--- src/tlc_pkg.sv ---
// Shared types, codes and helpers for the two-road traffic light controller.
`timescale 1ns / 1ps
`default_nettype none

package tlc_pkg;

  // Tick period in milliseconds
  localparam int TICK_MS = 10;

  localparam int DUR_W   = 14;
  localparam int ROAD_W  = 10;
  localparam int REP_W   = 6;

  // Top modes
  localparam logic [1:0] MODE_INIT   = 2'd0;
  localparam logic [1:0] MODE_AUTO   = 2'd1;
  localparam logic [1:0] MODE_MANUAL = 2'd2;
  localparam logic [1:0] MODE_SET    = 2'd3;

  // Road and set phases
  localparam logic [1:0] PH_INIT   = 2'd0;
  localparam logic [1:0] PH_RED    = 2'd1;
  localparam logic [1:0] PH_GREEN  = 2'd2;
  localparam logic [1:0] PH_YELLOW = 2'd3;

  // Manual phases
  localparam logic [2:0] MAN_INIT   = 3'd0;
  localparam logic [2:0] MAN_RED0   = 3'd1;
  localparam logic [2:0] MAN_RED1   = 3'd2;
  localparam logic [2:0] MAN_GREEN  = 3'd3;
  localparam logic [2:0] MAN_YELLOW = 3'd4;

  // Colour slots of the duration table
  localparam int COL_RED    = 0;
  localparam int COL_GREEN  = 1;
  localparam int COL_YELLOW = 2;

  // Lamp bit positions
  localparam int L1_RED = 0;
  localparam int L1_YEL = 1;
  localparam int L1_GRN = 2;
  localparam int L2_RED = 3;
  localparam int L2_YEL = 4;
  localparam int L2_GRN = 5;

  // Timer slots
  localparam int T_ROAD1 = 0;
  localparam int T_ROAD2 = 1;
  localparam int T_REP   = 2;

  // Configuration register indexes
  localparam logic REG_STEP  = 1'b0;
  localparam logic REG_LIMIT = 1'b1;

  localparam logic [DUR_W-1:0] STEP_RST   = 14'd100;
  localparam logic [DUR_W-1:0] LIMIT_RST  = 14'd10000;
  localparam logic [DUR_W-1:0] RED_RST    = 14'd2000;
  localparam logic [DUR_W-1:0] GREEN_RST  = 14'd1200;
  localparam logic [DUR_W-1:0] YELLOW_RST = 14'd800;
  localparam logic [DUR_W-1:0] DUR_MAX    = 14'd16383;

  localparam logic [ROAD_W-1:0] ROAD_CNT_MAX = 10'd1023;
  localparam int REP_CNT_MAX = 63;

  // Repeat timer loads: first step after a press, then while held
  localparam int REP_FIRST_MS = 10;
  localparam int REP_HOLD_MS  = 500;
  localparam int REP_FIRST_RAW = REP_FIRST_MS / TICK_MS;
  localparam int REP_HOLD_RAW  = REP_HOLD_MS / TICK_MS;
  localparam logic [REP_W-1:0] REP_FIRST =
    (REP_FIRST_RAW > REP_CNT_MAX) ? 6'd63 : REP_W'(REP_FIRST_RAW);
  localparam logic [REP_W-1:0] REP_HOLD =
    (REP_HOLD_RAW > REP_CNT_MAX) ? 6'd63 : REP_W'(REP_HOLD_RAW);

  // ms / TICK_MS by reciprocal multiply; exact over the 14-bit range for TICK_MS <= 100
  localparam int DIV_SHIFT = 21;
  localparam int RECIP_W   = 22;
  localparam int PROD_W    = DUR_W + RECIP_W;
  localparam logic [RECIP_W-1:0] RECIP =
    RECIP_W'(((2 ** DIV_SHIFT) + TICK_MS - 1) / TICK_MS);

  typedef struct packed {
    logic mode_press;
    logic next_press;
    logic adjust_press;
    logic adjust_held;
  } tlc_btn_t;

  typedef struct packed {
    logic [1:0]                  mode;
    logic [1:0]                  r1ph;
    logic [1:0]                  r2ph;
    logic [2:0]                  mph;
    logic [1:0]                  sph;
    logic [5:0]                  lamps;
    logic [2:0][DUR_W-1:0]       dur;
    logic [ROAD_W-1:0]           cnt1;
    logic [ROAD_W-1:0]           cnt2;
    logic [REP_W-1:0]            rep;
    logic [2:0]                  flags;
  } tlc_state_t;

  localparam tlc_state_t STATE_RST = '{
    mode:  MODE_INIT,
    r1ph:  PH_INIT,
    r2ph:  PH_INIT,
    mph:   MAN_INIT,
    sph:   PH_INIT,
    lamps: 6'd0,
    dur:   {YELLOW_RST, GREEN_RST, RED_RST},
    cnt1:  '0,
    cnt2:  '0,
    rep:   '0,
    flags: 3'd0
  };

  // Road timer load value: ms / TICK_MS saturated to the counter range
  function automatic logic [ROAD_W-1:0] road_ticks(input logic [DUR_W-1:0] ms);
    logic [PROD_W-1:0] prod;
    logic [DUR_W-1:0]  q;
    prod = PROD_W'(ms) * PROD_W'(RECIP);
    q    = prod[DIV_SHIFT +: DUR_W];
    return (q > DUR_W'(ROAD_CNT_MAX)) ? ROAD_CNT_MAX : q[ROAD_W-1:0];
  endfunction

endpackage

`default_nettype wire

--- src/tlc_next.sv ---
// Next-state logic for one tick: mode, phase machines, lamps, durations and timers.
`timescale 1ns / 1ps
`default_nettype none

module tlc_next (
  input  tlc_pkg::tlc_state_t            cur,
  input  tlc_pkg::tlc_btn_t              btn,
  input  logic [tlc_pkg::DUR_W-1:0]      step,
  input  logic [tlc_pkg::DUR_W-1:0]      limit,
  output tlc_pkg::tlc_state_t            nxt
);
  import tlc_pkg::*;

  logic [DUR_W-1:0]  r1_ms;
  logic [DUR_W-1:0]  r2_ms;
  logic [ROAD_W-1:0] r1_ticks;
  logic [ROAD_W-1:0] r2_ticks;
  logic [1:0]        col;
  logic [DUR_W:0]    sum;
  logic [DUR_W:0]    sum_wrap;
  logic [DUR_W-1:0]  sum_sat;
  logic              do_add;

  // Duration each road loads on leaving its current phase
  always_comb begin
    unique case (cur.r1ph)
      PH_INIT:   r1_ms = cur.dur[COL_RED];
      PH_RED:    r1_ms = cur.dur[COL_GREEN];
      PH_GREEN:  r1_ms = cur.dur[COL_YELLOW];
      PH_YELLOW: r1_ms = cur.dur[COL_RED];
    endcase
    unique case (cur.r2ph)
      PH_INIT:   r2_ms = cur.dur[COL_GREEN];
      PH_RED:    r2_ms = cur.dur[COL_GREEN];
      PH_GREEN:  r2_ms = cur.dur[COL_YELLOW];
      PH_YELLOW: r2_ms = cur.dur[COL_RED];
    endcase
  end

  assign r1_ticks = road_ticks(r1_ms);
  assign r2_ticks = road_ticks(r2_ms);

  // Colour selected in set mode and its adjusted duration
  always_comb begin
    unique case (cur.sph)
      PH_RED:   col = 2'(COL_RED);
      PH_GREEN: col = 2'(COL_GREEN);
      default:  col = 2'(COL_YELLOW);
    endcase
    sum      = {1'b0, cur.dur[col]} + {1'b0, step};
    sum_wrap = (sum > {1'b0, limit}) ? (sum - {1'b0, limit}) : sum;
    sum_sat  = (sum_wrap > {1'b0, DUR_MAX}) ? DUR_MAX : sum_wrap[DUR_W-1:0];
    // a press and a repeat expiry share one update, so at most one step per tick
    do_add   = btn.adjust_press || (btn.adjust_held && cur.flags[T_REP]);
  end

  always_comb begin
    nxt = cur;

    unique case (cur.mode)
      MODE_INIT: begin
        nxt.lamps = '0;
        nxt.mode  = MODE_AUTO;
      end

      MODE_AUTO: begin
        if (btn.mode_press) begin
          nxt.lamps = '0;
          nxt.mode  = MODE_MANUAL;
          if (cur.r1ph == PH_RED) begin
            if (cur.r2ph == PH_GREEN) begin
              nxt.mph = MAN_RED0;
            end else if (cur.r2ph == PH_YELLOW) begin
              nxt.mph = MAN_RED1;
            end
          end else if (cur.r1ph == PH_GREEN) begin
            nxt.mph = MAN_GREEN;
          end else if (cur.r1ph == PH_YELLOW) begin
            nxt.mph = MAN_YELLOW;
          end
        end else begin
          unique case (cur.r1ph)
            PH_INIT: begin
              nxt.r1ph = PH_RED;
              nxt.cnt1 = r1_ticks;
              nxt.flags[T_ROAD1] = 1'b0;
            end
            PH_RED: begin
              if (cur.flags[T_ROAD1]) begin
                nxt.r1ph = PH_GREEN;
                nxt.cnt1 = r1_ticks;
                nxt.flags[T_ROAD1] = 1'b0;
              end
              nxt.lamps[L1_RED] = 1'b1;
              nxt.lamps[L1_YEL] = 1'b0;
            end
            PH_GREEN: begin
              if (cur.flags[T_ROAD1]) begin
                nxt.r1ph = PH_YELLOW;
                nxt.cnt1 = r1_ticks;
                nxt.flags[T_ROAD1] = 1'b0;
              end
              nxt.lamps[L1_GRN] = 1'b1;
              nxt.lamps[L1_RED] = 1'b0;
            end
            PH_YELLOW: begin
              if (cur.flags[T_ROAD1]) begin
                nxt.r1ph = PH_RED;
                nxt.cnt1 = r1_ticks;
                nxt.flags[T_ROAD1] = 1'b0;
              end
              nxt.lamps[L1_YEL] = 1'b1;
              nxt.lamps[L1_GRN] = 1'b0;
            end
          endcase

          unique case (cur.r2ph)
            PH_INIT: begin
              nxt.r2ph = PH_GREEN;
              nxt.cnt2 = r2_ticks;
              nxt.flags[T_ROAD2] = 1'b0;
            end
            PH_RED: begin
              if (cur.flags[T_ROAD2]) begin
                nxt.r2ph = PH_GREEN;
                nxt.cnt2 = r2_ticks;
                nxt.flags[T_ROAD2] = 1'b0;
              end
              nxt.lamps[L2_RED] = 1'b1;
              nxt.lamps[L2_YEL] = 1'b0;
            end
            PH_GREEN: begin
              if (cur.flags[T_ROAD2]) begin
                nxt.r2ph = PH_YELLOW;
                nxt.cnt2 = r2_ticks;
                nxt.flags[T_ROAD2] = 1'b0;
              end
              nxt.lamps[L2_GRN] = 1'b1;
              nxt.lamps[L2_RED] = 1'b0;
            end
            PH_YELLOW: begin
              if (cur.flags[T_ROAD2]) begin
                nxt.r2ph = PH_RED;
                nxt.cnt2 = r2_ticks;
                nxt.flags[T_ROAD2] = 1'b0;
              end
              nxt.lamps[L2_YEL] = 1'b1;
              nxt.lamps[L2_GRN] = 1'b0;
            end
          endcase
        end
      end

      MODE_MANUAL: begin
        if (btn.mode_press) begin
          nxt.mode  = MODE_SET;
          nxt.sph   = PH_INIT;
          nxt.r1ph  = PH_INIT;
          nxt.r2ph  = PH_INIT;
          nxt.cnt1  = '0;
          nxt.cnt2  = '0;
          nxt.flags[T_ROAD1] = 1'b0;
          nxt.flags[T_ROAD2] = 1'b0;
          nxt.lamps = '0;
        end else begin
          unique case (cur.mph)
            MAN_INIT: begin
              nxt.lamps = '0;
              nxt.mph   = MAN_RED0;
            end
            MAN_RED0: begin
              if (btn.next_press) nxt.mph = MAN_RED1;
              nxt.lamps[L1_YEL] = 1'b0;
              nxt.lamps[L2_RED] = 1'b0;
              nxt.lamps[L1_RED] = 1'b1;
              nxt.lamps[L2_GRN] = 1'b1;
            end
            MAN_RED1: begin
              if (btn.next_press) nxt.mph = MAN_GREEN;
              nxt.lamps[L2_GRN] = 1'b0;
              nxt.lamps[L1_RED] = 1'b1;
              nxt.lamps[L2_YEL] = 1'b1;
            end
            MAN_GREEN: begin
              if (btn.next_press) nxt.mph = MAN_YELLOW;
              nxt.lamps[L1_RED] = 1'b0;
              nxt.lamps[L2_YEL] = 1'b0;
              nxt.lamps[L1_GRN] = 1'b1;
              nxt.lamps[L2_RED] = 1'b1;
            end
            MAN_YELLOW: begin
              if (btn.next_press) nxt.mph = MAN_RED0;
              nxt.lamps[L1_GRN] = 1'b0;
              nxt.lamps[L1_YEL] = 1'b1;
              nxt.lamps[L2_RED] = 1'b1;
            end
            default: begin
              // unreachable codes hold and drive nothing
            end
          endcase
        end
      end

      MODE_SET: begin
        if (btn.mode_press) begin
          nxt.mode  = MODE_AUTO;
          nxt.lamps = '0;
        end else if (cur.sph == PH_INIT) begin
          nxt.sph = PH_RED;
        end else begin
          unique case (cur.sph)
            PH_RED: begin
              if (btn.next_press) nxt.sph = PH_GREEN;
              nxt.lamps[L1_YEL] = 1'b0;
              nxt.lamps[L2_YEL] = 1'b0;
              nxt.lamps[L1_RED] = 1'b1;
              nxt.lamps[L2_RED] = 1'b1;
            end
            PH_GREEN: begin
              if (btn.next_press) nxt.sph = PH_YELLOW;
              nxt.lamps[L1_RED] = 1'b0;
              nxt.lamps[L2_RED] = 1'b0;
              nxt.lamps[L1_GRN] = 1'b1;
              nxt.lamps[L2_GRN] = 1'b1;
            end
            default: begin
              if (btn.next_press) nxt.sph = PH_RED;
              nxt.lamps[L1_GRN] = 1'b0;
              nxt.lamps[L2_GRN] = 1'b0;
              nxt.lamps[L1_YEL] = 1'b1;
              nxt.lamps[L2_YEL] = 1'b1;
            end
          endcase

          if (do_add) nxt.dur[col] = sum_sat;

          if (!btn.adjust_held) begin
            nxt.rep = '0;
            nxt.flags[T_REP] = 1'b0;
          end else if (btn.adjust_press) begin
            nxt.rep = REP_FIRST;
            nxt.flags[T_REP] = 1'b0;
          end else if (cur.flags[T_REP]) begin
            nxt.rep = REP_HOLD;
            nxt.flags[T_REP] = 1'b0;
          end
        end
      end
    endcase

    // End-of-tick countdown, every mode
    if (nxt.cnt1 != '0) begin
      nxt.cnt1 = nxt.cnt1 - ROAD_W'(1);
      if (nxt.cnt1 == '0) nxt.flags[T_ROAD1] = 1'b1;
    end
    if (nxt.cnt2 != '0) begin
      nxt.cnt2 = nxt.cnt2 - ROAD_W'(1);
      if (nxt.cnt2 == '0) nxt.flags[T_ROAD2] = 1'b1;
    end
    if (nxt.rep != '0) begin
      nxt.rep = nxt.rep - REP_W'(1);
      if (nxt.rep == '0) nxt.flags[T_REP] = 1'b1;
    end
  end

endmodule

`default_nettype wire

--- src/two_road_traffic_light_controller_core.sv ---
// Two-road traffic light controller: top level with handshakes and state registers.
//
// Each input transfer is one timer tick carrying the four button events.
// Each tick yields exactly one result: the six lamps, the top mode and the
// three phase durations in ms as they stand after that tick.
// A result is valid in the cycle after its tick is transferred. Throughput
// is one tick per cycle while the receiver takes results; the state registers
// are updated through one pass of next-state logic, whose longest path is the
// duration-to-tick-count reciprocal multiply feeding a road timer.
// The state registers double as the result register, so a new tick is
// taken whenever no result is pending or the pending one is transferred in
// the same cycle. While the receiver stalls, the result holds and no tick
// is taken.
// Configuration: cfg_we writes cfg_data to register cfg_index (0 step, 1 limit)
// in the same cycle; write only while idle.
// Reset (synchronous, rst high): init mode, all lamps off, durations
// 2000/1200/800 ms, timers clear, step 100, limit 10000, no result pending.
`timescale 1ns / 1ps
`default_nettype none

module two_road_traffic_light_controller_core (
  input  logic                         clk,
  input  logic                         rst,
  input  logic                         cfg_we,
  input  logic                         cfg_index,
  input  logic [tlc_pkg::DUR_W-1:0]    cfg_data,
  input  logic                         in_valid,
  output logic                         in_ready,
  input  logic                         mode_press,
  input  logic                         next_press,
  input  logic                         adjust_press,
  input  logic                         adjust_held,
  output logic                         out_valid,
  input  logic                         out_ready,
  output logic                         road1_red,
  output logic                         road1_yellow,
  output logic                         road1_green,
  output logic                         road2_red,
  output logic                         road2_yellow,
  output logic                         road2_green,
  output logic [1:0]                   top_mode,
  output logic [tlc_pkg::DUR_W-1:0]    red_ms,
  output logic [tlc_pkg::DUR_W-1:0]    green_ms,
  output logic [tlc_pkg::DUR_W-1:0]    yellow_ms
);
  import tlc_pkg::*;

  tlc_state_t       state;
  tlc_state_t       state_next;
  tlc_btn_t         btn;
  logic [DUR_W-1:0] step;
  logic [DUR_W-1:0] limit;
  logic             in_xfer;

  assign btn = '{mode_press:   mode_press,
                 next_press:   next_press,
                 adjust_press: adjust_press,
                 adjust_held:  adjust_held};

  assign in_ready = !out_valid || out_ready;
  assign in_xfer  = in_valid && in_ready;

  tlc_next u_next (
    .cur   (state),
    .btn   (btn),
    .step  (step),
    .limit (limit),
    .nxt   (state_next)
  );

  always_ff @(posedge clk) begin
    if (rst) begin
      state     <= STATE_RST;
      out_valid <= 1'b0;
    end else begin
      if (in_xfer) begin
        state     <= state_next;
        out_valid <= 1'b1;
      end else if (out_ready) begin
        out_valid <= 1'b0;
      end
    end
  end

  always_ff @(posedge clk) begin
    if (rst) begin
      step  <= STEP_RST;
      limit <= LIMIT_RST;
    end else if (cfg_we) begin
      unique case (cfg_index)
        REG_STEP:  step  <= cfg_data;
        REG_LIMIT: limit <= cfg_data;
      endcase
    end
  end

  assign road1_red    = state.lamps[L1_RED];
  assign road1_yellow = state.lamps[L1_YEL];
  assign road1_green  = state.lamps[L1_GRN];
  assign road2_red    = state.lamps[L2_RED];
  assign road2_yellow = state.lamps[L2_YEL];
  assign road2_green  = state.lamps[L2_GRN];
  assign top_mode     = state.mode;
  assign red_ms       = state.dur[COL_RED];
  assign green_ms     = state.dur[COL_GREEN];
  assign yellow_ms    = state.dur[COL_YELLOW];

  // State only moves on a tick transfer
  assert property (@(posedge clk) disable iff (rst)
    !in_xfer |=> $stable(state))
    else $error("state changed without a tick transfer");

  // A tick transfer always leaves a result pending
  assert property (@(posedge clk) disable iff (rst)
    in_xfer |=> out_valid)
    else $error("tick transferred but no result pending");

  // A raised timer flag means its count has run out
  assert property (@(posedge clk) disable iff (rst)
    (!state.flags[T_ROAD1] || state.cnt1 == '0) &&
    (!state.flags[T_ROAD2] || state.cnt2 == '0) &&
    (!state.flags[T_REP] || state.rep == '0))
    else $error("timer flag set with nonzero count");

  // Manual phase stays within its defined codes
  assert property (@(posedge clk) disable iff (rst)
    state.mph <= MAN_YELLOW)
    else $error("manual phase out of range");

endmodule

`default_nettype wire

--- config.mk ---
export PLATFORM = sky130hd
export DESIGN_NAME = two_road_traffic_light_controller_core
export DESIGN_NICKNAME = d
export VERILOG_FILES = /design/src/tlc_pkg.sv /design/src/tlc_next.sv /design/src/two_road_traffic_light_controller_core.sv
export SDC_FILE = /design/constraint.sdc
export NUM_CORES = 1
export LEC_CHECK = 0
export CAP_MARGIN = 20
export CORE_ASPECT_RATIO = 1.5
export CORE_MARGIN = 4
export CORE_UTILIZATION = 55
export CTS_BUF_LIST = sky130_fd_sc_hd__clkbuf_16
export DETAILED_ROUTE_END_ITERATION = 6
export DONT_BUFFER_PORTS = 1
export PLACE_DENSITY = 0.7
export SYNTH_ARGS = -nofsm -noshare
export SYNTH_HDL_FRONTEND = slang
export SYNTH_SLANG_ARGS = --single-unit
--- constraint.sdc ---
create_clock -name clk -period 10.51 [get_ports clk]
set_clock_uncertainty 0.2 [all_clocks]
set_input_delay 0.5255 -clock clk [delete_from_list [all_inputs] [get_ports clk]]
set_output_delay 0.5255 -clock clk [all_outputs]
set_load 0.01 [all_outputs]
After elaboration in Yosys (flattened, before gate mapping)
Cells that the tools add are included.
{"block": "totals", "ff_bits": 117, "inputBits": 24}
{"block": "op_classes", "add_sub_neg": 5, "multipliers": 2, "n_lt_le_gt_ge": 6, "n_eq_ne": 51, "n_mux": 95, "bitwise": 3, "reduce_logical": 46}
{"cell": "$pmux W14 S3", "n": 2}
{"cell": "$mul A14 B16 Y30 const B", "n": 2}
{"cell": "$mux W10", "n": 6}
{"cell": "$mux W7", "n": 7}
{"cell": "$mux W48", "n": 1}
{"cell": "$bwmux W42", "n": 1}
{"cell": "$mux W14", "n": 3}
{"cell": "$mux W42", "n": 1}
{"cell": "$mux W20", "n": 2}
{"cell": "$pmux W10 S2", "n": 2}
{"cell": "$pmux W20 S2", "n": 1}
{"cell": "$reduce_and A5 Y1", "n": 8}
{"cell": "$ne A3 B3 Y1 const B", "n": 13}
{"cell": "$mux W3", "n": 11}
{"cell": "$mux W2", "n": 16}
{"cell": "$ne A4 B4 Y1 const B", "n": 8}
{"cell": "$pmux W1 S2", "n": 15}
{"cell": "$bmux W14 S2", "n": 1}
{"cell": "$demux W14 S2", "n": 1}
{"cell": "$mux W6", "n": 4}
{"cell": "$pmux W2 S4", "n": 3}
{"cell": "$pmux W6 S4", "n": 1}
{"cell": "$gt A11 B10 Y1 const B", "n": 2}
{"cell": "$logic_not A10 Y1", "n": 2}
{"cell": "other kinds (42)", "n": 95}

Longest topological paths before layout
Gate-level depths: netlist of the first run.
{"block": "depth", "ltp_word": 14, "ltp_mapped": 33, "depth_no_buf": 32}

By module
Synthesis of the first run repeated with hierarchy kept, for this count alone.
{"block": "hier_totals", "hier_cells": 2082, "hier_area_um2": 16971.3}
{"module": "tlc_next", "instances": 1, "cells_each": 1511, "area_each_um2": 11880.1, "seq_area_each_um2": 0.0}
{"module": "two_road_traffic_light_controller_core", "instances": 1, "cells_each": 571, "area_each_um2": 5091.1, "seq_area_each_um2": 2342.2}

Worst setup path before layout of the first run
Ideal clock, no wire load.
{"block": "synth_timing", "kind": "register to register", "from": "register state[84] in the netlist's numbering", "to": "register state[0] in the netlist's numbering", "setup_ns": 0.085, "arrival_time_ns": 8.193, "t_required_ns": 10.225, "setup_slack_ns": 2.032, "path_stages_with_launch": 32, "path_cell_list": "dfxtp_1 inv_1 ha_1 inv_1 clkbuf_1 a22oi_1 o21ai_0 xor2_1 fa_1 inv_1 fa_1 fa_1 inv_1 fa_1 inv_1 fa_1 inv_1 ha_1 nand2_1 o311a_1 a2111oi_1 o221a_1 or3_1 buf_2 mux2_4 nor2_1 ha_1 nand3_1 nor3b_1 mux2i_1 or4_4 o31ai_2"}
{"block": "synth_between", "elab_chain_cells": 14, "word_cells_on_any_way": 19}
{"item": "from (decl)", "line_no": "two_road_traffic_light_controller_core.sv:48", "source": "tlc_state_t state;"}
{"item": "from (signal assigned)", "line_no": "two_road_traffic_light_controller_core.sv:77", "source": "state <= state_next;"}
{"item": "$eq A2 B2 Y1 or $logic_not A2 Y1 (tied branches)", "line_no": "tlc_next.sv:26, tlc_next.sv:82"}
{"item": "$reduce_or A2 Y1 (no line)"}
{"item": "$pmux W14 S3", "line_no": "tlc_next.sv:26", "source": "unique case (cur.r1ph)"}
{"item": "$mul A14 B16 Y30", "line_no": "tlc_pkg.sv:121", "source": "prod = PROD_W'(ms) * PROD_W'(RECIP);"}
{"item": "$gt A11 B10 Y1", "line_no": "tlc_pkg.sv:123", "source": "return (q > DUR_W'(ROAD_CNT_MAX)) ? ROAD_CNT_MAX : q[ROAD_W-1:0];"}
{"item": "$mux W10", "line_no": "tlc_pkg.sv:123"}
{"item": "$mux W10", "line_no": "tlc_next.sv:89, tlc_next.sv:98, tlc_next.sv:107"}
{"item": "$pmux W10 S2 *", "line_no": "tlc_next.sv:82", "source": "unique case (cur.r1ph)"}
{"item": "$mux W20 *", "line_no": "tlc_next.sv:67", "source": "if (btn.mode_press) begin"}
{"item": "$pmux W20 S2 *", "line_no": "tlc_next.sv:60", "source": "unique case (cur.mode)"}
{"item": "$sub A10 B1 Y10", "line_no": "tlc_next.sv:253", "source": "nxt.cnt1 = nxt.cnt1 - ROAD_W'(1);"}
{"item": "$logic_not A10 Y1", "line_no": "tlc_next.sv:254", "source": "if (nxt.cnt1 == '0) nxt.flags[T_ROAD1] = 1'b1;"}
{"item": "$mux W1", "line_no": "tlc_next.sv:254"}
{"item": "$mux W1 *", "line_no": "tlc_next.sv:252", "source": "if (nxt.cnt1 != '0) begin"}
Every way passes the cells marked *; elsewhere a longest branch is shown, timed or not.
A chain may end at the register's enable or synchronous reset.

Final worst setup path of the first run
{"block": "layout_timing", "from": "register state[84] in the netlist's numbering", "to": "register state[19] in the netlist's numbering"}
{"block": "layout_between", "elab_chain_cells": 12, "word_cells_on_any_way": 17}
{"item": "$eq A2 B2 Y1 or $logic_not A2 Y1 (tied branches)", "line_no": "tlc_next.sv:26, tlc_next.sv:82"}
{"item": "$reduce_or A2 Y1 (no line)"}
{"item": "$pmux W14 S3", "line_no": "tlc_next.sv:26"}
{"item": "$mul A14 B16 Y30", "line_no": "tlc_pkg.sv:121"}
{"item": "$gt A11 B10 Y1", "line_no": "tlc_pkg.sv:123"}
{"item": "$mux W10", "line_no": "tlc_pkg.sv:123"}
{"item": "$mux W10", "line_no": "tlc_next.sv:89, tlc_next.sv:98, tlc_next.sv:107"}
{"item": "$pmux W10 S2 *", "line_no": "tlc_next.sv:82"}
{"item": "$mux W20 *", "line_no": "tlc_next.sv:67"}
{"item": "$pmux W20 S2 *", "line_no": "tlc_next.sv:60"}
{"item": "$sub A10 B1 Y10 or $reduce_bool A10 Y1 (tied branches)", "line_no": "tlc_next.sv:253, tlc_next.sv:252"}
{"item": "$mux W10 *", "line_no": "tlc_next.sv:252"}
Marks and branches as above.

==> results of run 1 <==
## routing by layer
layer  vias to the layer above  GRT usage
met5                         -          0
met4                         0      0.187
met3                       158     0.0506
met2                       435      0.538
met1                      6776      0.291
li1                       6845          -
## power by group
group / total (uW) / leakage [uW] / internal, uW / switching (uW)
Combinational: 3900 / 0.00672 / 1510 / 2390
Sequential: 520 / 0.000952 / 486 / 33.7
Clock: 611 / 0.000299 / 373 / 238
## cells in the mapped netlist, drive strengths merged, types with 15 or more instances
cell type / n
a31oi: 18
nand3b: 15
buf: 61
a21oi: 141
a21o: 25
dfxtp: 117
xor2: 28
nor2b: 20
a211oi: 39
nor3: 30
nand3: 32
clkbuf: 46
nand2: 183
and3: 20
nand2b: 20
and2: 24
a22oi: 18
ha: 244
nand4: 24
mux2i: 47
fa: 108
inv: 249
xnor2: 38
o21ai: 96
nor2: 149
## area by class of cell
cell class	count	area (um2)	share of cell area
Multi-Input combinational cell	1532	12400	0.730
Clock inverter	15	179	0.0105
Inverter	249	935	0.0548
Sequential cell	117	2340	0.137
Timing Repair Buffer	23	225	0.0132
Clock buffer	17	425	0.0250
Tap cell	395	494	0.0290
## logic make-up (layout without fill, tap and decap cells)
kind of cell	after synthesis	count (layout)	synth area share
xor gates and xnor gates	66	66	0.0359
AOI/OAI and AO/OA	478	478	0.195
DFF	117	117	0.143
muxes	53	53	0.0332
adders and majority gates	352	352	0.319
and+or+nand+nor	583	583	0.178
buffers and inverters	356	304	0.0947
## worst reg2reg max path: cells and delay by family (launching register included)
family | cells | cell delay, ns
DFF | 1 | 0.39
adders and majority gates | 8 | 3.38
AOI/OAI and AO/OA | 8 | 2.29
buffers and inverters | 5 | 0.59
xor gates and xnor gates | 2 | 0.40
and+or+nand+nor | 4 | 1.59
muxes | 1 | 0.37
## path summary, 6_finish.rpt
check / start / slack, ns / to / depth (start not counted)
setup reg to reg: state[84] / 1.22 / state[19] / 28
setup / recovery: state[84] / 1.22 / state[19] / 28
hold / removal: cfg_data[3] / 0.01 / step[3] / 2
hold reg to reg: state[15] / 0.25 / state[15] / 2
## through the flow
stage	area, um2	cells
floorplan	16300	2005
global placement	16300	2302
detailed placement	16300	2302
CTS	17000	2348
global route	17000	2348
finish	17000	2348
==> results summary, run 1 <==
The run finished with clean final reports. The insertion delay of the later-clocked pin in the worst-skew pair is roughly 0.45 ns. The count of maximum capacitance violations is 0. The CTS buffer count is 17. The synthesized area divided by synthesized cell count is approximately 8.1 um2.

The sum of met2 wire segment lengths after detailed routing came out at about 24000 um. The via count of the routed design is 14214. The aggregate global-route resource usage came out at 0.288. In the routed layout, each cell is associated on average with a via count of 6.05.

The library cell used most frequently in the layout, excluding fill and tap cells, is sky130_fd_sc_hd__inv_1. The buffer cell driving the clock tree root is sky130_fd_sc_hd__clkbuf_16. At the end of the flow the core is filled with cells to 0.580. The clock tree synthesis step divided the H-tree into 4 levels. 0 antenna diodes ended up in the layout. The minimum setup slack in the final design is roughly 1.2 ns.

At the end of routability-driven placement, the weighted congestion stood at between 0.9 and 1. On the worst path, the slowest cell contributes a delay of about 0.89 ns. The slowest stage of the critical path belongs to the cell sky130_fd_sc_hd__nor4bb_1. The primary flip-flop cell chosen by synthesis mapping is sky130_fd_sc_hd__dfxtp_1. The number of nets at the end of the flow is roughly 2300. The worst-case headroom to the max-slew limit came out at 0.321. The initial utilization of the core area, before any placement, comes to 0.556. Pin placement for this block handled 76 I/O pins. The startpoint type of the worst setup path is a register. The row count is just under 80.

The share of synthesized area in the top cell type comes to 0.187. The floorplan step defined a die boundary enclosing 32600 um2. The biggest fanout along the worst timing path came out at 11. The critical path is of the register to register type.

The initial antenna violation count is 0. The worst path buffer plus inverter count is 5. The HPWL reported at the end of detailed placement is about 38000 um.

Buffers added to address setup during post-CTS repair amount to 0. In the layout the commonest cells are sky130_fd_sc_hd__inv_1, sky130_fd_sc_hd__ha_1, sky130_fd_sc_hd__nand2_1. The worst setup path is captured at a register. The iteration-0 DRC count of the detailed router is 961. In this run the worst hold path is classified as input port to register. Setup repair after global routing left no endpoint under its margin. The cell with the most instances on the worst path is sky130_fd_sc_hd__inv_1.

The highest metal layer carrying signal wires in the routed design is met4. The number of search-and-repair iterations in the first detailed-routing pass came out at 6. The count of endpoints failing hold in the final timing report is 0.

For this run, the number of Yosys warnings is 0. The total power density per cell area came out at 295 nW/um2. The chip height is between 200 and 250 um.

Power comes to about 5000 uW. The area growth from synthesis to final layout is 4.41%. The cell family contributing the most delay on the critical path is adder cells.

The length of routed wiring on met1 is roughly 16000 um. Setup violations remaining at the end of the flow were counted as 0. The smallest hold slack is around 0.012 ns. The number of max-slew violations in the final report is 0.

Entering global routing, the biggest net connects just under 90 pins. Fill cells in the final layout number around 2700. After synthesis, the share of flip-flops with an asynchronous set or reset is 0.

The shortest period the worst path allows is about 9.3 ns. The measured slew at the worst slew-check pin came out at 1.02 ns. The number of hold buffers added after CTS was 14.

The arrival time of data at the critical path endpoint came out at ~9.5 ns. The number of design rule violations left after detail routing came out at 0. The first-pass GRT wire length is between 70000 and 80000 um.

Summed over all instances, the cell type with the most area after synthesis is sky130_fd_sc_hd__ha_1. The static leakage is around 0.008 uW. Sorting the synthesized cells by area gives the leading types as sky130_fd_sc_hd__ha_1, sky130_fd_sc_hd__dfxtp_1, sky130_fd_sc_hd__fa_1, sky130_fd_sc_hd__inv_1, sky130_fd_sc_hd__a21oi_1. The post-cts resize count came out at 0. After global routing the overflow that remains totals 0. The worst slack at placement came out at between 1 and 1.5 ns.

The sum of met3 wire segment lengths after detailed routing is about 2300 um. The core outline area came out at between 20000 and 30000 um2. The critical path required time is 10.68 ns. The average routed wire per standard cell is just under 20 um. The gate count after technology mapping came out at approximately 2000. Counting flops with a built-in enable in the synthesized netlist gives 0. The maximum number of buffers from clock root to sink came out at 2. The clock slew seen by the registers of the worst setup and hold paths came out at 0.07 ns. The die is 149 um wide. The synthesized design contains ~120 register bits. The number of global-route vias before repair came out at 14728. The final critical-path share of the clock period came out at 0.884.

The highest clock rate came out at 108 MHz. The proportion of layout cells with a drive suffix above 1 is 0.0456. The combined area of all synthesized cells came out at around 16000 um2. The setup TNS came out at 0 ns. The maximum vdd drop came out at ~150 uV.

The net count after synthesis came out at 2381. The routed design has approximately 46000 um of wire. The unique cell type count in the Yosys netlist came out at roughly 100. The count of nets left with antenna violations once routing finished came out at 0. CTS saw around 120 sinks. The share of synthesized area occupied by flip-flops and latches came out at 0.143.

TritonCTS built the clock tree. The count of buffers added on input and output ports is 0.
(Power assumes the default switching activity.)
==> run 2, diff against run 1 <==
--- a/config.mk
+++ b/config.mk
@@ -6,13 +6,13 @@
 export NUM_CORES = 1
 export LEC_CHECK = 0
 export CAP_MARGIN = 20
-export CORE_ASPECT_RATIO = 1.5
 export CORE_MARGIN = 4
 export CORE_UTILIZATION = 55
 export CTS_BUF_LIST = sky130_fd_sc_hd__clkbuf_16
 export DETAILED_ROUTE_END_ITERATION = 6
 export DONT_BUFFER_PORTS = 1
 export PLACE_DENSITY = 0.7
+export SLEW_MARGIN = 10
 export SYNTH_ARGS = -nofsm -noshare
 export SYNTH_HDL_FRONTEND = slang
 export SYNTH_SLANG_ARGS = --single-unit
==> results summary, run 2 (synthesis gave the netlist of run 1 again) <==
The switching power total is 2620 uW (-1.6%). The biggest fanout along the worst timing path came out at 21 (+10). The worst slack at placement was 0.957 ns (-0.350 ns). The path type of the worst min-delay path is input port to register.

The maximum number of pins on one net before global-route repair is 74 (-16%). The TritonCTS clock tree is done. The total power density per cell area is 292 nW/um2 (-1.2%). The first-pass GRT wire length is 74300 um (-0.50%). The number of design rule violations left after detail routing is 0 (unchanged). The worst-case headroom to the max-slew limit came to 0.312 (-0.00825). The iteration-0 DRC count of the detailed router came out at 1173 (+22%). The area used by sequential logic in the layout is 2340 um2 (unchanged).

The number of nets at the end of the flow came to 2310 (-0.26%). The global-route congestion overflow total is 0 (unchanged). The clock slew seen by the registers of the worst setup and hold paths came out at 0.07 ns (about the same).

The fill cell instance count of the final layout came out at 2667 (-0.34%). The total length of routed wires was 45700 um (-1.1%). STA classifies the critical path startpoint as a register.

The library cells used most frequently in the layout, excluding fill and tap cells, are sky130_fd_sc_hd__inv_1, sky130_fd_sc_hd__ha_1, sky130_fd_sc_hd__nand2_1. The flow ran to the end, and the final reports show no timing, DRC or antenna violations. The highest clock rate is 104 MHz (-3.7%). The width of the chip came out at 180 um (+21%). The switching fraction of total power was 0.530 (+0.00182). The initial antenna violation count came out at 0 (unchanged). The relative contribution of combinational cells to total power came out at 0.779 (+0.004). The internal power component came out at 2320 uW (-2.4%). The number of max-slew violations in the final report was 0 (unchanged). The insertion delay of the later-clocked pin in the worst-skew pair came out at 0.44 ns (about the same).

The type of destination of the critical path is a register. The row count is 62 (-19%). The critical path start-end classification is register to register. The part of the power in the clock network is 0.115 (-0.007). The count of clock tree sinks was 117 (unchanged). The arrival time of data at the critical path endpoint is 9.79 ns (+0.33 ns). The count of buffers from port buffering is 0 (unchanged). The maximum number of buffers from clock root to sink is 2 (unchanged). The measured slew at the worst slew-check pin is 1.02 ns (+0.000594 ns). In this run the clock root is driven by a sky130_fd_sc_hd__clkbuf_16. The count of maximum capacitance violations came to 0 (unchanged). The count of endpoints failing setup in the final report came to 0 (unchanged).

The average routed wire per standard cell came out at 19.6 um (-0.41%). The effective utilization at floorplan is 0.563 (+0.00712). The final critical-path share of the clock period came out at 0.918 (+0.0341). The maximum vdd drop is 272 uV (+76%). The critical path required time came out at 10.65 ns (-0.03 ns). The minimum setup slack in the final design was 0.858 ns (-0.358 ns). The HPWL reported at the end of detailed placement is 35900 um (-4.6%).

The total inserted antenna cells came out at 0 (unchanged). The proportion of layout cells with a drive suffix above 1 came to 0.0442 (-0.00140). The sequential power share came out at 0.106 (+0.003). The average via count per standard cell is 6.04 (-0.23%). The library cell used most frequently in the layout, excluding fill and tap cells, is sky130_fd_sc_hd__inv_1.

The remaining number of nets flagged by the antenna check after routing is 0 (unchanged). The chip height came to 180 um (-18%). The footprint of the multi-input gates came to 12400 um2 (unchanged). The via count of the routed design is 14078 (-0.96%). The shortest period the worst path allows came out at 9.65 ns (+0.358 ns). Relative to the synthesized area, the layout overhead comes to 3.56%. The die footprint is 32500 um2 (-0.17%). The core outline area is 29000 um2 (-1.3%). The maximum level of the CTS H-tree is 4 (unchanged). The aggregate global-route resource usage came out at 0.280 (-0.00841).

The I/O pin count came out at 76 (unchanged). The CTS buffer count is 17 (unchanged). Setup repair after global routing left no endpoint under its margin. The count of endpoints failing hold in the final timing report came out at 0 (unchanged).

The static leakage came to 0.00791 uW (-0.78%). The number of global-route vias before repair came to 13789 (-6.4%). The setup TNS is 0 ns (unchanged). The number of search-and-repair iterations in the first detailed-routing pass came out at 6 (unchanged).

The final weighted congestion in routability-driven placement is 0.938 (-3.0%).
run 2: changes by cell type in the layout (fill, tap and decap cells not counted), sizes merged:
cell         delta
buf             -1
bufinv          -2
clkinv          -2
clkinvlp        +2
dlygate4sd3     -5
inv             +2
run 2: per-layer routing:
metal | vias to the layer above | share of wire | GRT usage
met5 | - | 0 | 0
met4 | 0 | 0.031 | 0.0910
met3 | 95 | 0.068 | 0.0531
met2 | 451 | 0.46 | 0.463
met1 | 6700 | 0.44 | 0.371
li1 | 6832 | - | -
run 2: timing repair:
action | CTS | global route
endpoints found under the hold margin | 27 | 0
buffers inserted | 0 | 0
hold buffers | 8 | 0
gates resized for setup | 0 | 0
run 2: worst paths after layout:
kind,startpoint,cells after the start,end,slack (ns)
worst max-delay path,state[84],26,state[19],0.86
worst min-delay path,cfg_data[2],2,step[2],0.01
worst max register to register,state[84],26,state[19],0.86
worst min register to register,limit[7],2,limit[7],0.26
run 2: cell type report:
type / instances / area share
clock buffer: 17 / 0.0252
clock inverter: 15 / 0.00755
inverter: 249 / 0.0553
multi-input combinational: 1532 / 0.736
sequential: 117 / 0.139
tap: 384 / 0.0284
timing repair buffer: 17 / 0.00903
run 2: power groups by stage:
stage	clock network (uW)	registers [uW]	logic (uW)
floorplan	0	516	2960
global placement	0	531	3720
CTS	571	524	3810
detailed placement	0	533	3760
finish	565	523	3840
global route	588	528	4380
run 2: through the flow:
stage          instance area [um2]  power (uW)  hold slack, ns  cells   util
2_1_floorplan                16300        3470           0.221   2005      -
3_3_place_gp                 16300        4250           0.235   2289  0.560
3_5_place_dp                 16300        4300           0.244   2290  0.560
4_1_cts                      16900        4910        0.000334   2330  0.582
5_1_grt                      16900        5500          0.0117   2331  0.583
6_report                     16900        4930         0.00977   2331  0.583
run 2: critical path, cell delays in order, from the launching register on:
cell and delay, ns:
sky130_fd_sc_hd__dfxtp_1 0.34, sky130_fd_sc_hd__inv_1 0.12, sky130_fd_sc_hd__ha_1 0.71, sky130_fd_sc_hd__a22oi_1 0.20, sky130_fd_sc_hd__o21ai_0 0.68, sky130_fd_sc_hd__xor2_1 0.22, sky130_fd_sc_hd__fa_1 0.56, sky130_fd_sc_hd__inv_1 0.10
sky130_fd_sc_hd__fa_1 0.53, sky130_fd_sc_hd__fa_1 0.55, sky130_fd_sc_hd__inv_1 0.05, sky130_fd_sc_hd__fa_1 0.50, sky130_fd_sc_hd__inv_1 0.06, sky130_fd_sc_hd__fa_1 0.52, sky130_fd_sc_hd__inv_1 0.04, sky130_fd_sc_hd__ha_1 0.36
sky130_fd_sc_hd__nand2_1 0.08, sky130_fd_sc_hd__o311a_1 0.34, sky130_fd_sc_hd__a2111oi_1 0.46, sky130_fd_sc_hd__o221a_1 0.29, sky130_fd_sc_hd__or3_1 0.24, sky130_fd_sc_hd__mux2_4 0.37, sky130_fd_sc_hd__a221o_1 0.30, sky130_fd_sc_hd__nor4bb_1 0.88
sky130_fd_sc_hd__nand3_2 0.39, sky130_fd_sc_hd__xnor2_1 0.23, sky130_fd_sc_hd__a211oi_1 0.23
==> run 3, diff against run 2 <==
--- a/config.mk
+++ b/config.mk
@@ -6,7 +6,7 @@
 export NUM_CORES = 1
 export LEC_CHECK = 0
 export CAP_MARGIN = 20
-export CORE_MARGIN = 4
+export CORE_MARGIN = 2
 export CORE_UTILIZATION = 55
 export CTS_BUF_LIST = sky130_fd_sc_hd__clkbuf_16
 export DETAILED_ROUTE_END_ITERATION = 6
==> constraint.sdc (replaced) <==
create_clock -name clk -period 10.51 [get_ports clk]
set_clock_uncertainty 0.2 [all_clocks]
set_input_delay 1.051 -clock clk [delete_from_list [all_inputs] [get_ports clk]]
set_output_delay 1.051 -clock clk [all_outputs]
set_load 0.01 [all_outputs]
==> results summary, run 3 (synthesis gave the netlist of run 1 again) <==
The count of buffers from port buffering came to 0 (unchanged). The iteration-0 DRC count of the detailed router came out at 1012 (-14%). The static leakage came out at 0.00789 uW (-0.19%). The effective utilization at floorplan is 0.555 (-0.00745). In this run the clock root is driven by a sky130_fd_sc_hd__clkbuf_16.

The biggest fanout along the worst timing path came out at 11 (-48%). The shortest period the worst path allows is 9.41 ns (-0.245 ns). The die footprint is 31100 um2 (-4.4%). The aggregate global-route resource usage came out at 0.289 (+0.00971). In this run the worst hold path is classified as register to register.

The setup TNS came to 0 ns (unchanged). The width of the chip is 176 um (-2.2%). TritonCTS built the clock tree. The critical path required time came to 10.67 ns (+0.02 ns). The largest stage delay on the critical path is 0.68 ns (-0.20 ns). The number of stages on the worst hold path came out at 2 (unchanged). The critical path is of the register to register type. The maximum vdd drop is 213 uV (-22%). The number of search-and-repair iterations in the first detailed-routing pass was 6 (unchanged). The final weighted congestion in routability-driven placement was 0.947 (+0.98%).

The number of max-slew violations in the final report came to 0 (unchanged). The proportion of layout cells with a drive suffix above 1 came to 0.0464 (+0.00222). The worst register-to-register path ends at state[0]. The worst slack at placement came out at 0.994 ns (+0.0374 ns). The number of global-route vias before repair was 13916 (+0.92%). The total length of routed wires is 44000 um (-3.7%). The post-CTS setup buffer count was 0 (unchanged). The final critical-path share of the clock period is 0.895 (-0.0233). Grouping stages by cell kind, the critical path spends the most delay in adder cells.

The path with the worst hold slack has its endpoint at state[15]. In this design, the critical path's most frequently occurring cell is sky130_fd_sc_hd__inv_1. The worst setup path is captured at a register. On the critical path, the stage with the largest delay is an instance of sky130_fd_sc_hd__o21ai_0. The average routed wire per standard cell came out at 18.9 um (-3.7%). The path length in cells of the critical path is 29 (+12%). The cts-stage hold buffer count is 0 (-8).

STA classifies the critical path startpoint as a register. The global-route congestion overflow total is 0 (unchanged). The worst-case reg-to-reg path depth came out at 29 (+12%). The area growth from synthesis to final layout came out at 3.33%. The clock slew seen by the registers of the worst setup and hold paths is 0.06 ns (about the same).

The worst setup slack for register-to-register paths came out at 1.10 ns (+0.24 ns). The count of clock tree sinks came out at 117 (unchanged). The measured slew at the worst slew-check pin is 1.01 ns (-0.0113 ns). The first-pass GRT wire length is 72000 um (-3.1%). The average via count per standard cell is 6.05 (+0.15%). The remaining number of nets flagged by the antenna check after routing is 0 (unchanged). The number of design rule violations left after detail routing came out at 0 (unchanged). The total inserted antenna cells is 0 (unchanged).

The maximum level of the CTS H-tree came out at 4 (unchanged). The chip height came out at 176 um (-2.2%). The count of endpoints failing hold in the final timing report came to 0 (unchanged). Setup repair after global routing left no endpoint under its margin. The highest clock rate came to 106 MHz (+2.6%). The count of endpoints failing setup in the final report came to 0 (unchanged). The minimum setup slack in the final design came to 1.10 ns (+0.245 ns).

The worst-case headroom to the max-slew limit is 0.328 (+0.0154). The area used by sequential logic in the layout is 2340 um2 (unchanged). The post-cts resize count came out at 0 (unchanged). The insertion delay of the later-clocked pin in the worst-skew pair came to 0.45 ns (about the same). The flow ran to the end, and the final reports show no timing, DRC or antenna violations. In the layout the commonest cells are sky130_fd_sc_hd__inv_1, sky130_fd_sc_hd__ha_1, sky130_fd_sc_hd__nand2_1. The arrival time of data at the critical path endpoint is 9.57 ns (-0.22 ns). The CTS buffer count came out at 17 (unchanged).

The post-route core utilization is 0.574 (-0.00903). The startpoint identified for the worst register-to-register timing path is state[84]. The number of nets at the end of the flow was 2303 (-0.30%).

The total power density per cell area is 292 nW/um2 (about the same). The fill cell instance count of the final layout came out at 2673 (+0.22%). The maximum number of buffers from clock root to sink is 2 (unchanged). The library cell used most frequently in the layout, excluding fill and tap cells, is sky130_fd_sc_hd__inv_1.

The I/O pin count was 76 (unchanged). The maximum number of pins on one net before global-route repair is 125 (+69%). The HPWL reported at the end of detailed placement is 35500 um (-1.2%). The worst hold path begins at state[15]. The row count came out at 63 (+1.6%). The via count of the routed design came out at 14093 (+0.11%).

The core outline area came out at 29400 um2 (+1.3%). The count of maximum capacitance violations is 0 (unchanged). The worst path buffer plus inverter count is 6 (+1). The initial antenna violation count came out at 1 (+1). The footprint of the multi-input gates came to 12400 um2 (unchanged).
==> run 3: changes by cell type in the layout (fill, tap and decap cells not counted) <==
cell                            delta
sky130_fd_sc_hd__buf_2             -1
sky130_fd_sc_hd__dlygate4sd3_1     -8
sky130_fd_sc_hd__buf_4             +2
sky130_fd_sc_hd__clkinv_8          +1
sky130_fd_sc_hd__inv_8             +3
sky130_fd_sc_hd__clkinv_1          -3
sky130_fd_sc_hd__clkinv_2          -1
sky130_fd_sc_hd__buf_8             -1
sky130_fd_sc_hd__clkbuf_2          +1
==> run 3: where the power goes <==
part,total (uW),switching (uW),internal (uW)
Clock,591,256,335
Combinational,3810,2300,1500
Sequential,521,35.7,486
Total,4920,2590,2320
==> run 3: worst max path at each step <==
stage                    from   endpoint  slack, ns
detailed placement  state[84]  state[19]       0.99
CTS                 state[84]  state[19]       0.97
floorplan           state[84]   state[0]       2.03
global placement    state[84]  state[19]       1.34
global route        state[84]   state[0]       0.71
finish              state[84]   state[0]       1.10
==> run 3: cell type report <==
cell class	count	area share
tap	390	0.0289
sequential	117	0.139
inverter	249	0.0554
multi-input combinational	1532	0.738
timing repair buffer	10	0.00430
clock buffer	17	0.0252
clock inverter	15	0.00957
==> run 3: layer usage <==
metal  global-route usage  routed length [um]  vias up
met1                0.376               19100     6678
met3               0.0525                3040       98
met5                    0                  16        -
li1                     -                   -     6813
met4                0.101                1400        2
met2                0.485               20400      502
==> run 3: metrics by stage <==
step / hold slack [ns] / instance area, um2 / power (uW) / cells
global placement: 0.234 / 16300 / 4190 / 2297
CTS: 0.256 / 16900 / 4890 / 2329
global route: 0.278 / 16900 / 5460 / 2330
detailed placement: 0.244 / 16300 / 4260 / 2297
floorplan: 0.221 / 16300 / 3470 / 2005
finish: 0.252 / 16900 / 4920 / 2330
==> run 3: tightest hold or removal path, cell delays in order (launching register included) <==
cell and delay, ns:
sky130_fd_sc_hd__dfxtp_1 0.31, sky130_fd_sc_hd__nand2_1 0.05, sky130_fd_sc_hd__o21ai_1 0.05
